### src/sv/tksi_pkg.sv
// Shared types and constants of the ranked table block.
package tksi_pkg;

  localparam int unsigned TableEntriesDef = 10;
  localparam int unsigned IndexW          = 4;
  localparam int unsigned DateW           = 32;
  localparam int unsigned ScoreW          = 32;
  localparam int unsigned TimeW           = 31;

  localparam logic CmdSubmit = 1'b0;
  localparam logic CmdRead   = 1'b1;

  typedef struct packed {
    logic        [DateW-1:0]  date;
    logic signed [ScoreW-1:0] score;
    logic        [TimeW-1:0]  run_time;
  } entry_t;

  typedef enum logic [2:0] {
    StIdle,
    StRead,
    StScan,
    StShift,
    StWrite,
    StResp
  } state_e;

endpackage

### src/sv/tksi_intf.sv
// Word channels of the ranked table block: request and response.
interface tksi_req_if;
  logic                                valid;
  logic                                ready;
  logic                                command;
  logic        [tksi_pkg::IndexW-1:0]  entry_index;
  logic        [tksi_pkg::DateW-1:0]   new_date;
  logic signed [tksi_pkg::ScoreW-1:0]  new_score;
  logic        [tksi_pkg::TimeW-1:0]   new_time;

  modport source (output valid, command, entry_index, new_date, new_score, new_time,
                  input ready);
  modport sink   (input valid, command, entry_index, new_date, new_score, new_time,
                  output ready);
endinterface

interface tksi_rsp_if;
  logic                                valid;
  logic                                ready;
  logic                                accepted;
  logic        [tksi_pkg::IndexW-1:0]  insert_position;
  logic        [tksi_pkg::DateW-1:0]   read_date;
  logic signed [tksi_pkg::ScoreW-1:0]  read_score;
  logic        [tksi_pkg::TimeW-1:0]   read_time;

  modport source (output valid, accepted, insert_position, read_date, read_score, read_time,
                  input ready);
  modport sink   (input valid, accepted, insert_position, read_date, read_score, read_time,
                  output ready);
endinterface

### src/sv/tksi_cmp.sv
// Shared rank comparator: does the candidate entry outrank a stored one.
module tksi_cmp (
  input  tksi_pkg::entry_t cand_i,
  input  tksi_pkg::entry_t stored_i,
  output logic             beats_o
);

  logic score_gt;
  logic score_eq;
  logic time_lt;

  assign score_gt = $signed(cand_i.score) > $signed(stored_i.score);
  assign score_eq = cand_i.score == stored_i.score;
  assign time_lt  = cand_i.run_time < stored_i.run_time;
  assign beats_o  = score_gt || (score_eq && time_lt);

endmodule

### src/sv/tksi_tab.sv
// Entry memory of the ranked table, one read and one write port, reset through valid bits.
module tksi_tab #(
  parameter  int unsigned Depth = tksi_pkg::TableEntriesDef,
  localparam int unsigned AddrW = $clog2(Depth)
) (
  input  logic               clk_i,
  input  logic               rst_ni,
  input  logic               rd_en_i,
  input  logic [AddrW-1:0]   rd_addr_i,
  output tksi_pkg::entry_t   rd_data_o,
  input  logic               wr_en_i,
  input  logic [AddrW-1:0]   wr_addr_i,
  input  tksi_pkg::entry_t   wr_data_i
);

  tksi_pkg::entry_t mem_q [Depth];
  tksi_pkg::entry_t rd_q;
  logic [Depth-1:0] vld_q;
  logic             rd_vld_q;

  always_ff @(posedge clk_i) begin
    if (wr_en_i) begin
      mem_q[wr_addr_i] <= wr_data_i;
    end
    if (rd_en_i) begin
      rd_q <= mem_q[rd_addr_i];
    end
  end

  // An entry never written since reset reads as zero.
  always_ff @(posedge clk_i or negedge rst_ni) begin
    if (!rst_ni) begin
      vld_q    <= '0;
      rd_vld_q <= 1'b0;
    end else begin
      if (wr_en_i) begin
        vld_q[wr_addr_i] <= 1'b1;
      end
      if (rd_en_i) begin
        rd_vld_q <= vld_q[rd_addr_i];
      end
    end
  end

  assign rd_data_o = rd_vld_q ? rd_q : '0;

endmodule

### src/sv/top_k_sorted_insert_top.sv
// Ranked table top level: sequencer, entry memory and shared comparator.
//
// The block keeps TABLE_ENTRIES ranked entries (date, signed score, time), all zero after
// reset. A submit word scans the table from position 0 and inserts the new entry at the
// first position whose score it beats, or whose score it equals with a strictly smaller
// time; the entries below move down one place and the last one drops out. If no position
// qualifies the entry is rejected and the table stays as it was. A read word returns the
// entry at entry_index, or zeros when the index lies beyond the table. Every request word
// gives exactly one response word. The block works on one request at a time and is not
// ready while it does. A read fetches the entry in its read step and then loads the
// response register. A submit scans the positions in turn, each read judged by the
// comparator once its data is back; unless the entry goes in at the last position, it
// then moves the entries below down one place each, from the bottom up; then it writes
// the new entry and loads the response register. A rejected entry loads the response
// register once the scan ends. The block is ready for the next request word in the cycle
// after the response register is loaded. This sequence comes from the single read and
// single write port of the entry memory and from the one comparator that the scan shares.
// The response sits in an output register, so a new request is taken while an earlier
// response still waits to be collected; a finished request waits in its last step only
// when that register is still full.
module top_k_sorted_insert_top #(
  parameter int unsigned TABLE_ENTRIES = tksi_pkg::TableEntriesDef
) (
  input  logic       clk_i,
  input  logic       rst_ni,
  tksi_req_if.sink   req_i,
  tksi_rsp_if.source rsp_o
);

  localparam int unsigned AddrW = $clog2(TABLE_ENTRIES);
  localparam logic [AddrW-1:0] LastAddr = AddrW'(TABLE_ENTRIES - 1);

  tksi_pkg::state_e st_q, st_d;

  // Captured request word.
  tksi_pkg::entry_t                item_q;
  logic                            cmd_q;
  logic [tksi_pkg::IndexW-1:0]     index_q;

  // Sequencer counters: next address to read, address of the data held in the memory
  // read register, insertion position and scan/shift bookkeeping.
  logic [AddrW-1:0] idx_q, idx_d;
  logic [AddrW-1:0] cmp_q, cmp_d;
  logic [AddrW-1:0] pos_q, pos_d;
  logic             pend_q, pend_d;
  logic             rd_done_q, rd_done_d;
  logic             hit_q, hit_d;

  // Response register.
  logic                            out_vld_q, out_vld_d;
  logic                            acc_q;
  logic [tksi_pkg::IndexW-1:0]     ipos_q;
  tksi_pkg::entry_t                odat_q;

  logic             in_fire;
  logic             load_out;
  logic             in_range;
  logic             rd_en;
  logic [AddrW-1:0] rd_addr;
  tksi_pkg::entry_t rd_data;
  logic             wr_en;
  logic [AddrW-1:0] wr_addr;
  tksi_pkg::entry_t wr_data;
  logic             beats;

  assign req_i.ready = (st_q == tksi_pkg::StIdle);
  assign in_fire     = req_i.valid && req_i.ready;
  assign in_range    = 32'(index_q) < TABLE_ENTRIES;

  tksi_tab #(
    .Depth (TABLE_ENTRIES)
  ) u_tab (
    .clk_i     (clk_i),
    .rst_ni    (rst_ni),
    .rd_en_i   (rd_en),
    .rd_addr_i (rd_addr),
    .rd_data_o (rd_data),
    .wr_en_i   (wr_en),
    .wr_addr_i (wr_addr),
    .wr_data_i (wr_data)
  );

  tksi_cmp u_cmp (
    .cand_i   (item_q),
    .stored_i (rd_data),
    .beats_o  (beats)
  );

  always_ff @(posedge clk_i or negedge rst_ni) begin
    if (!rst_ni) begin
      st_q      <= tksi_pkg::StIdle;
      idx_q     <= '0;
      cmp_q     <= '0;
      pos_q     <= '0;
      pend_q    <= 1'b0;
      rd_done_q <= 1'b0;
      hit_q     <= 1'b0;
      out_vld_q <= 1'b0;
    end else begin
      st_q      <= st_d;
      idx_q     <= idx_d;
      cmp_q     <= cmp_d;
      pos_q     <= pos_d;
      pend_q    <= pend_d;
      rd_done_q <= rd_done_d;
      hit_q     <= hit_d;
      out_vld_q <= out_vld_d;
    end
  end

  always_ff @(posedge clk_i) begin
    if (in_fire) begin
      cmd_q          <= req_i.command;
      index_q        <= req_i.entry_index;
      item_q.date     <= req_i.new_date;
      item_q.score    <= req_i.new_score;
      item_q.run_time <= req_i.new_time;
    end
    if (load_out) begin
      acc_q  <= hit_q;
      ipos_q <= hit_q ? tksi_pkg::IndexW'(pos_q) : '0;
      if (cmd_q == tksi_pkg::CmdRead && in_range) begin
        odat_q <= rd_data;
      end else begin
        odat_q <= '0;
      end
    end
  end

  always_comb begin
    st_d      = st_q;
    idx_d     = idx_q;
    cmp_d     = cmp_q;
    pos_d     = pos_q;
    pend_d    = pend_q;
    rd_done_d = rd_done_q;
    hit_d     = hit_q;
    rd_en     = 1'b0;
    rd_addr   = idx_q;
    wr_en     = 1'b0;
    wr_addr   = pos_q;
    wr_data   = item_q;
    load_out  = 1'b0;

    case (st_q)
      tksi_pkg::StIdle: begin
        if (in_fire) begin
          idx_d     = '0;
          pend_d    = 1'b0;
          rd_done_d = 1'b0;
          hit_d     = 1'b0;
          st_d      = (req_i.command == tksi_pkg::CmdRead) ? tksi_pkg::StRead
                                                           : tksi_pkg::StScan;
        end
      end

      tksi_pkg::StRead: begin
        rd_en   = in_range;
        rd_addr = AddrW'(index_q);
        st_d    = tksi_pkg::StResp;
      end

      // One read issued per cycle; the comparator judges the entry read the cycle before.
      tksi_pkg::StScan: begin
        if (pend_q && beats) begin
          pos_d     = cmp_q;
          pend_d    = 1'b0;
          rd_done_d = 1'b0;
          if (cmp_q == LastAddr) begin
            st_d = tksi_pkg::StWrite;
          end else begin
            idx_d = LastAddr - AddrW'(1);
            st_d  = tksi_pkg::StShift;
          end
        end else if (pend_q && cmp_q == LastAddr) begin
          st_d = tksi_pkg::StResp;
        end else if (!rd_done_q) begin
          rd_en   = 1'b1;
          rd_addr = idx_q;
          cmp_d   = idx_q;
          pend_d  = 1'b1;
          if (idx_q == LastAddr) begin
            rd_done_d = 1'b1;
          end else begin
            idx_d = idx_q + AddrW'(1);
          end
        end
      end

      // Move entries down from the bottom up: read one, write the one read before.
      tksi_pkg::StShift: begin
        if (pend_q) begin
          wr_en   = 1'b1;
          wr_addr = cmp_q + AddrW'(1);
          wr_data = rd_data;
        end
        if (!rd_done_q) begin
          rd_en   = 1'b1;
          rd_addr = idx_q;
          cmp_d   = idx_q;
          pend_d  = 1'b1;
          if (idx_q == pos_q) begin
            rd_done_d = 1'b1;
          end else begin
            idx_d = idx_q - AddrW'(1);
          end
        end else begin
          pend_d = 1'b0;
          st_d   = tksi_pkg::StWrite;
        end
      end

      tksi_pkg::StWrite: begin
        wr_en   = 1'b1;
        wr_addr = pos_q;
        wr_data = item_q;
        hit_d   = 1'b1;
        st_d    = tksi_pkg::StResp;
      end

      tksi_pkg::StResp: begin
        if (!out_vld_q || rsp_o.ready) begin
          load_out = 1'b1;
          st_d     = tksi_pkg::StIdle;
        end
      end

      default: begin
        st_d = tksi_pkg::StIdle;
      end
    endcase
  end

  always_comb begin
    if (load_out) begin
      out_vld_d = 1'b1;
    end else if (rsp_o.ready) begin
      out_vld_d = 1'b0;
    end else begin
      out_vld_d = out_vld_q;
    end
  end

  assign rsp_o.valid           = out_vld_q;
  assign rsp_o.accepted        = acc_q;
  assign rsp_o.insert_position = ipos_q;
  assign rsp_o.read_date       = odat_q.date;
  assign rsp_o.read_score      = odat_q.score;
  assign rsp_o.read_time       = odat_q.run_time;

endmodule

### src/flat_wrapper.sv
// flat-port wrapper written by rule: the top's interface ports become plain ports
module top_k_sorted_insert_top_flat 
#(
  parameter int unsigned TABLE_ENTRIES = tksi_pkg::TableEntriesDef
)
  (clk_i, rst_ni, req_i_valid, req_i_command, req_i_entry_index, req_i_new_date, req_i_new_score, req_i_new_time, req_i_ready, rsp_o_valid, rsp_o_accepted, rsp_o_insert_position, rsp_o_read_date, rsp_o_read_score, rsp_o_read_time, rsp_o_ready);
  tksi_req_if req_i_i ();
  tksi_rsp_if rsp_o_i ();
  input  logic clk_i;
  input  logic rst_ni;
  input wire logic [$bits(req_i_i.valid)-1:0] req_i_valid;
  input wire logic [$bits(req_i_i.command)-1:0] req_i_command;
  input wire logic [$bits(req_i_i.entry_index)-1:0] req_i_entry_index;
  input wire logic [$bits(req_i_i.new_date)-1:0] req_i_new_date;
  input wire logic [$bits(req_i_i.new_score)-1:0] req_i_new_score;
  input wire logic [$bits(req_i_i.new_time)-1:0] req_i_new_time;
  output wire logic [$bits(req_i_i.ready)-1:0] req_i_ready;
  output wire logic [$bits(rsp_o_i.valid)-1:0] rsp_o_valid;
  output wire logic [$bits(rsp_o_i.accepted)-1:0] rsp_o_accepted;
  output wire logic [$bits(rsp_o_i.insert_position)-1:0] rsp_o_insert_position;
  output wire logic [$bits(rsp_o_i.read_date)-1:0] rsp_o_read_date;
  output wire logic [$bits(rsp_o_i.read_score)-1:0] rsp_o_read_score;
  output wire logic [$bits(rsp_o_i.read_time)-1:0] rsp_o_read_time;
  input wire logic [$bits(rsp_o_i.ready)-1:0] rsp_o_ready;
  assign req_i_i.valid = req_i_valid;
  assign req_i_i.command = req_i_command;
  assign req_i_i.entry_index = req_i_entry_index;
  assign req_i_i.new_date = req_i_new_date;
  assign req_i_i.new_score = req_i_new_score;
  assign req_i_i.new_time = req_i_new_time;
  assign req_i_ready = req_i_i.ready;
  assign rsp_o_valid = rsp_o_i.valid;
  assign rsp_o_accepted = rsp_o_i.accepted;
  assign rsp_o_insert_position = rsp_o_i.insert_position;
  assign rsp_o_read_date = rsp_o_i.read_date;
  assign rsp_o_read_score = rsp_o_i.read_score;
  assign rsp_o_read_time = rsp_o_i.read_time;
  assign rsp_o_i.ready = rsp_o_ready;
  top_k_sorted_insert_top #(.TABLE_ENTRIES(TABLE_ENTRIES)) u_core (.clk_i(clk_i), .rst_ni(rst_ni), .req_i(req_i_i), .rsp_o(rsp_o_i));
endmodule
### config.mk
export PLATFORM = sky130hd
export DESIGN_NAME = top_k_sorted_insert_top_flat
export DESIGN_NICKNAME = d
export VERILOG_FILES = /design/src/sv/tksi_pkg.sv /design/src/sv/tksi_intf.sv /design/src/sv/tksi_cmp.sv /design/src/sv/tksi_tab.sv /design/src/sv/top_k_sorted_insert_top.sv /design/src/flat_wrapper.sv
export SDC_FILE = /design/constraint.sdc
export NUM_CORES = 1
export LEC_CHECK = 0
export ABC_CLOCK_PERIOD_IN_PS = 17300
export BUFFER_PORTS_ARGS = -buffer_cell sky130_fd_sc_hd__buf_2
export CORE_MARGIN = 2
export CORE_UTILIZATION = 51
export DETAILED_ROUTE_END_ITERATION = 10
export GPL_TIMING_DRIVEN = 1
export PLACE_DENSITY = 0.79
export SLEW_MARGIN = 20
export SYNTH_ARGS = -nofsm -noshare
export SYNTH_HDL_FRONTEND = slang
export SYNTH_HIERARCHICAL = 1
export SYNTH_SLANG_ARGS = --single-unit
### constraint.sdc
create_clock -name clk_i -period 17.3 [get_ports clk_i]
set_input_delay 0.865 -clock clk_i [delete_from_list [all_inputs] [get_ports clk_i]]
set_output_delay 0.865 -clock clk_i [all_outputs]
set_load 0.005 [all_outputs]
==> After elaboration in Yosys (flattened, before gate mapping) <==
Memories as Yosys holds them, arrays and structs flattened. A register that Yosys moved wholly into a read port is not among the register bits.
Cells that the tools add are included.
{ "op_classes": {"add_sub_neg": 3, "magnitude_cmp": 6, "n_eq_ne": 21, "muxes": 56, "bitwise": 1, "reduce_logical": 22} }
{ "op_table": {"columns": ["op", "n"], "rows": [
  ["$mux W95", 3],
  ["$mux W4", 14],
  ["$eq A32 B32 Y1", 1],
  ["$gt A32 B32 Y1", 1],
  ["$lt A31 B31 Y1", 1],
  ["$mux W1", 22],
  ["$mux W3", 6],
  ["$pmux W3 S5", 1],
  ["$pmux W4 S3", 1],
  ["$lt A4 B5 Y1 const B", 2],
  ["$ne A2 B2 Y1 const B", 5],
  ["$or A10 B10 Y10", 1],
  ["$pmux W1 S3", 3],
  ["$add A4 B1 Y4 const B", 2],
  ["$eq A4 B4 Y1 const B", 2],
  ["$pmux W4 S2", 1],
  ["$reduce_and A4 Y1", 2],
  ["$reduce_and A8 Y1", 1],
  ["$eq A3 B2 Y1 const B", 2],
  ["$eq A3 B3 Y1 const B", 2],
  ["$logic_and A1 B1 Y1", 6],
  ["$ne A3 B2 Y1 const B", 2],
  ["$ne A3 B3 Y1 const B", 2],
  ["$reduce_and A3 Y1", 2],
  ["other kinds (18)", 24]
]} }
{ "word_totals": {"ff_bits": 230, "mem_bits_rw": 950, "inputBits": 104, "out_inout_bits": 102, "wordCells": 130, "memories": 1} }
{ "mem_list": {"columns": ["memory", "words", "word_bits", "read_ports", "rd_ports_with_merged_regs", "write_ports", "line", "text"], "rows": [
  ["u_core.u_tab.mem_q", 10, 95, 1, 1, 1, "tksi_tab.sv:16", "tksi_pkg::entry_t mem_q [Depth];"]
]} }

==> Longest topological paths before layout <==
{ "logic_depth": {"depth_word": 8, "ltp_mapped": 18, "mapped_depth_nobuf": 15} }

==> Cells and area by module <==
Netlist, hierarchy kept.
{ "by_module_without_submodules": {"columns": ["module", "instances", "cells_per_inst", "area_each_um2"], "rows": [
  ["tksi_tab", 1, 1869, 39718.1],
  ["top_k_sorted_insert_top", 1, 569, 9392.8],
  ["tksi_cmp", 1, 221, 1592.8]
]} }

==> Least setup slack after synthesis <==
Ideal clock, no wire load.
{ "synth_path": {"path_kind": "register -> register", "from": "register u_core.st_q[1]", "to": "register u_core.u_tab.vld_q[0]", "setup_time_ns": 0.106, "t_arrival_ns": 8.876, "required_ns": 17.194, "slack_ns": 8.319, "stages_incl_launch_ff": 10, "n_path_buf": 3, "path_cell_list": "dfrtp_1 -> buf_6 -> and2b_4 -> nand3_2 -> buf_6 -> buf_2 -> o21ai_0 -> or3b_2 -> nor3_1 -> or2_2"} }
{ "synth_between": {"elab_chain_len": 7, "word_cells_on_any_way": 10} }
{ "synth_lines": {"columns": ["item", "line", "text"], "rows": [
  ["start: declaration", "top_k_sorted_insert_top.sv:33", "tksi_pkg::state_e st_q, st_d;"],
  ["start signal: assignment", "top_k_sorted_insert_top.sv:91", "st_q <= tksi_pkg::StIdle;"],
  ["start signal: assignment", "top_k_sorted_insert_top.sv:100", "st_q <= st_d;"],
  ["$eq A3 B2 Y1 (*)", "top_k_sorted_insert_top.sv:145", "case (st_q)"],
  ["$mux W4 (*)", "top_k_sorted_insert_top.sv:145", null],
  ["net u_core.wr_addr[2]", "top_k_sorted_insert_top.sv:62", "logic [AddrW-1:0] wr_addr;"],
  ["$lt A4 B5 Y1 (implied by the code) / $ge A4 B1 Y1 (equally long branches)", "tksi_tab.sv:37", "vld_q[wr_addr_i] <= 1'b1;"],
  ["$logic_and A1 B1 Y1 (implied by the code)", "tksi_tab.sv:37", null],
  ["$mux W1 (implied by the code)", "tksi_tab.sv:37", null],
  ["$demux W1 S4 (*)", "tksi_tab.sv:37", null],
  ["$or A10 B10 Y10 (no line) (*)", null, null],
  ["end signal: assignment", "tksi_tab.sv:33", "vld_q <= '0;"],
  ["end signal: indexed assignment", "tksi_tab.sv:37", null],
  ["end: declaration", "tksi_tab.sv:18", "logic [Depth-1:0] vld_q;"]
]} }
The timed path passes the listed nets; every way through them passes the cells marked *.
A chain may end at the register's enable or synchronous reset.

==> run metrics <==
final hold vios 0; share of synthesized area spent on multiplexers 11.35%; sequential share of the synthesized area 75.21%; buffers added on ports 205; vias in the first global route 27440; worst vdd rail ir drop 0.0001189 V; Synth Cell Area 0.05070 mm^2; switching part of the total 31.79%; Detail Route Antenna Nets 0; clock tree from TritonCTS built; area of the core 0.09842 mm^2; number of buffers created by CTS 131; slowest cell on the critical path sky130_fd_sc_hd__buf_4; Die Span X 319.3 um; number of cells produced by synthesis 2659; DR vias/cell 6.168; fin area 0.05723 mm^2; fraction of synthesized cell area in xor and xnor cells 0.1727%; main combinational cell family by area after synthesis multiplexers; sort of element at the start of the critical path flop; Syn. warnings 6; clock tree skew after final layout 0.03389 ns; slew margin rel. 23.33%; commonest non-fill, non-tap cell in the layout sky130_fd_sc_hd__edfxtp_1; final core utilization 58.15%; power per unit of standard cell area 175.4 mW/mm^2; commonest cells after routing, fill and taps aside sky130_fd_sc_hd__edfxtp_1 (1245), sky130_fd_sc_hd__buf_2 (205), sky130_fd_sc_hd__mux4_2 (191); Global Route Usage Sum 22.81%; CP peak stage delay 0.79 ns; # DRC 0; layout cell share with drive strength beyond 1 25.85%; I/O pins 206; post-synthesis share of cell area spent on and, or, nand and nor gates 5.653%; setup slack of the worst register-to-register path 11.05 ns; vias after detailed routing 26440; DRT Pass-1 Iters 5; cell taking the most area after synthesis sky130_fd_sc_hd__edfxtp_1; final critical-path setup slack 11.05 ns; final count of negative-setup-slack endpoints 0; fraction of the mapped netlist area in compound gates 3.919%; placed cell area 0.05306 mm^2; initial antenna violation count 5; Int Power 6.847 mW; Die Outline Area 0.1020 mm^2; Maximum Capacitance Violations 0; buffer depth of the longest clock path 3; number of core rows 115; drt initial violations 3139; initial standard-cell utilization of the core 51.52%; critical path cell sequence buf_4 -> and2_1 -> inv_1 -> ha_1 -> a21o_1 -> a21oi_1 -> o211ai_1 -> a211oi_1 -> o21ai_2 -> a211oi_2 -> o21ai_0 -> nand2_1 -> nand2_4 -> buf_6 -> a41oi_1 -> o41ai_1; Tcrit/Tclk final 36.14%; CTS sink count 1275; cts-stage hold buffer count 0; primary flip-flop cell chosen by synthesis mapping sky130_fd_sc_hd__edfxtp_1; clock tree root buffer cell sky130_fd_sc_hd__clkbuf_16; fmax 0.1599 GHz; share of synthesized cell area in full adder, half adder and majority cells 1.653%; Slew Limit Fails 0; setup repair after global routing missed its margin false; most area-consuming cells after synthesis sky130_fd_sc_hd__edfxtp_1 (74%), sky130_fd_sc_hd__mux4_2 (8.5%), sky130_fd_sc_hd__ha_1 (1.7%), sky130_fd_sc_hd__mux2_4 (1.6%), sky130_fd_sc_hd__dfrtp_1 (1.5%); fillers 6993; path category of the worst min-delay check input pin to async pin; type of element capturing the critical path flop; routability-driven placement congestion ratio 0.8077; leakage power figure 19.54 nW; post-synthesis average cell area 19.07 um^2; P&R area growth vs syn 12.88%; clock-pin slew on the worst setup and hold paths 0.06 ns; share of the synthesized area in the top cell type 73.73%; crit path time final 6.253 ns; GR Overflow Total 0; fraction of power consumed by the clock network 27.0%; area of the multi-input gates 0.01169 mm^2; chip height 319.3 um; cts repair resizes 0; status completed; nets in the synthesized netlist 2830; start-to-end type of the worst setup path flop to flop; total negative setup slack 0 ns; Worst-Margin Slew 1.147 ns; sequential share of power 43.1%; Max FO, Critical Path 80; number of enable flip-flop cells after synthesis 1245; HPWL after detailed placement 62920 um; largest net degree at the start of global routing 97; Avg WL per Cell 27.00 um; Post-CTS Repair Setup Buffers 0; share of power burned in combinational logic 29.9%; Data required, critical path 17.88 ns; async set-reset flop share out of synthesis 2.353%; first-pass GRT wire length 172200 um; final net count 3068; Unique masters post-synth 59; number of buffer and inverter stages on the critical path 3; register cell area after layout 0.03814 mm^2; Top delay family on crit path compound AO/OA/AOI/OAI gates; Psw 3.192 mW; DP Worst Slack 10.99 ns; data arrival time of the critical path 6.83 ns; clock insertion delay at the later pin of the skew report 0.74 ns; post-synthesis register bit count 1275; H-tree Lvls 4; wirelength, routed 115700 um
## synth_stat cells, drive strengths merged (2+ instances only)
| library cell | number |
|---|---|
| a22oi | 98 |
| edfxtp | 1245 |
| nand2b | 102 |
| o21ai | 22 |
| xor2 | 7 |
| a21o | 10 |
| o22ai | 3 |
| and2b | 2 |
| mux4 | 191 |
| mux2 | 110 |
| buf | 76 |
| clkbuf | 70 |
| nor3 | 11 |
| and3 | 97 |
| nand4 | 16 |
| dfrtp | 30 |
| a31oi | 3 |
| a21oi | 27 |
| inv | 70 |
| nand3b | 2 |
| o41ai | 2 |
| xnor2 | 3 |
| nand3 | 14 |
| nand2 | 123 |
| o211ai | 98 |
| nor4 | 2 |
| nor2b | 4 |
| a211oi | 4 |
| ha | 67 |
| or2 | 10 |
| nor2 | 23 |
| and2 | 101 |
## worst register-to-register path: cells and delay by family, from the launching register on
family	cells	cell delay (ns)
compound gates	9	2.78
fa+ha+maj	1	0.32
buf+inv	3	1.39
flops	1	0.52
simple gates	3	1.09
## cell type report
cell class	instances	area share [%]
inverters	70	0.4591
flip-flops and latches	1275	66.64
clock inverters	76	1.130
clock buffers	158	6.090
diodes	1	0.004372
well taps	1287	2.813
repair buffers	251	2.444
multi-input cells	1168	20.42
## through the flow
step                hold WS, ns  total power, mW  std cells
floorplan                0.4334            6.498       2659
global placement         0.4455            7.224       4050
detailed placement       0.4524            7.353       4050
CTS                      0.1661            10.08       4284
global route             0.2211            10.48       4286
finish                   0.1934            10.04       4286
## state kept, by name, summed over array words and instances, names as in the netlist, 10 cells and up
| register | count |
|---|---|
| u_core/u_tab/vld_q | 10 |
| u_core/u_tab/rd_q | 95 |
| u_core/rsp_o.read_score | 32 |
| u_core/rsp_o.read_time | 31 |
| u_core/rsp_o.read_date | 32 |
| u_core/item_q | 95 |
| u_core/u_tab/mem_q | 950 |
## path summary, 6_finish.rpt
check | from | to | cells after the start
hold / removal | rst_ni | u_core/cmp_q[2] | 1
setup reg to reg | u_core/u_tab/rd_vld_q | u_core/u_tab/rd_vld_q | 16
max in group asynchronous | rst_ni | u_core/u_tab/rd_vld_q | 1
min in group clk_i | req_i_new_time[21] | u_core/item_q[21] | 1
setup / recovery | u_core/u_tab/rd_vld_q | u_core/u_tab/rd_vld_q | 16
hold reg to reg | u_core/u_tab/vld_q[7] | u_core/u_tab/vld_q[7] | 1
## power groups by stage
| stage | Combinational (mW) | Clock (mW) | Sequential (mW) |
|---|---|---|---|
| global placement | 2.86 | 0 | 4.36 |
| global route | 3.25 | 2.87 | 4.35 |
| floorplan | 2.15 | 0 | 4.35 |
| CTS | 3.01 | 2.75 | 4.32 |
| detailed placement | 2.97 | 0 | 4.38 |
| finish | 3.01 | 2.71 | 4.32 |
## cell families after synthesis
logic type                 Yosys count
buffers and inverters              216
and+or+nand+nor                    512
AOI/OAI and AO/OA                  277
muxes                              302
DFF                               1275
xor gates and xnor gates            10
adders and majority gates           67
## routing by layer
layer	global-route usage, %	vias up	share of wire [%]
met5	0	-	0.023
met4	8.239	4	3.3
met3	4.623	243	9.8
met2	37.19	1544	49
met1	30.70	13550	38
li1	-	11090	-
Power figures use the tool's default switching activity.
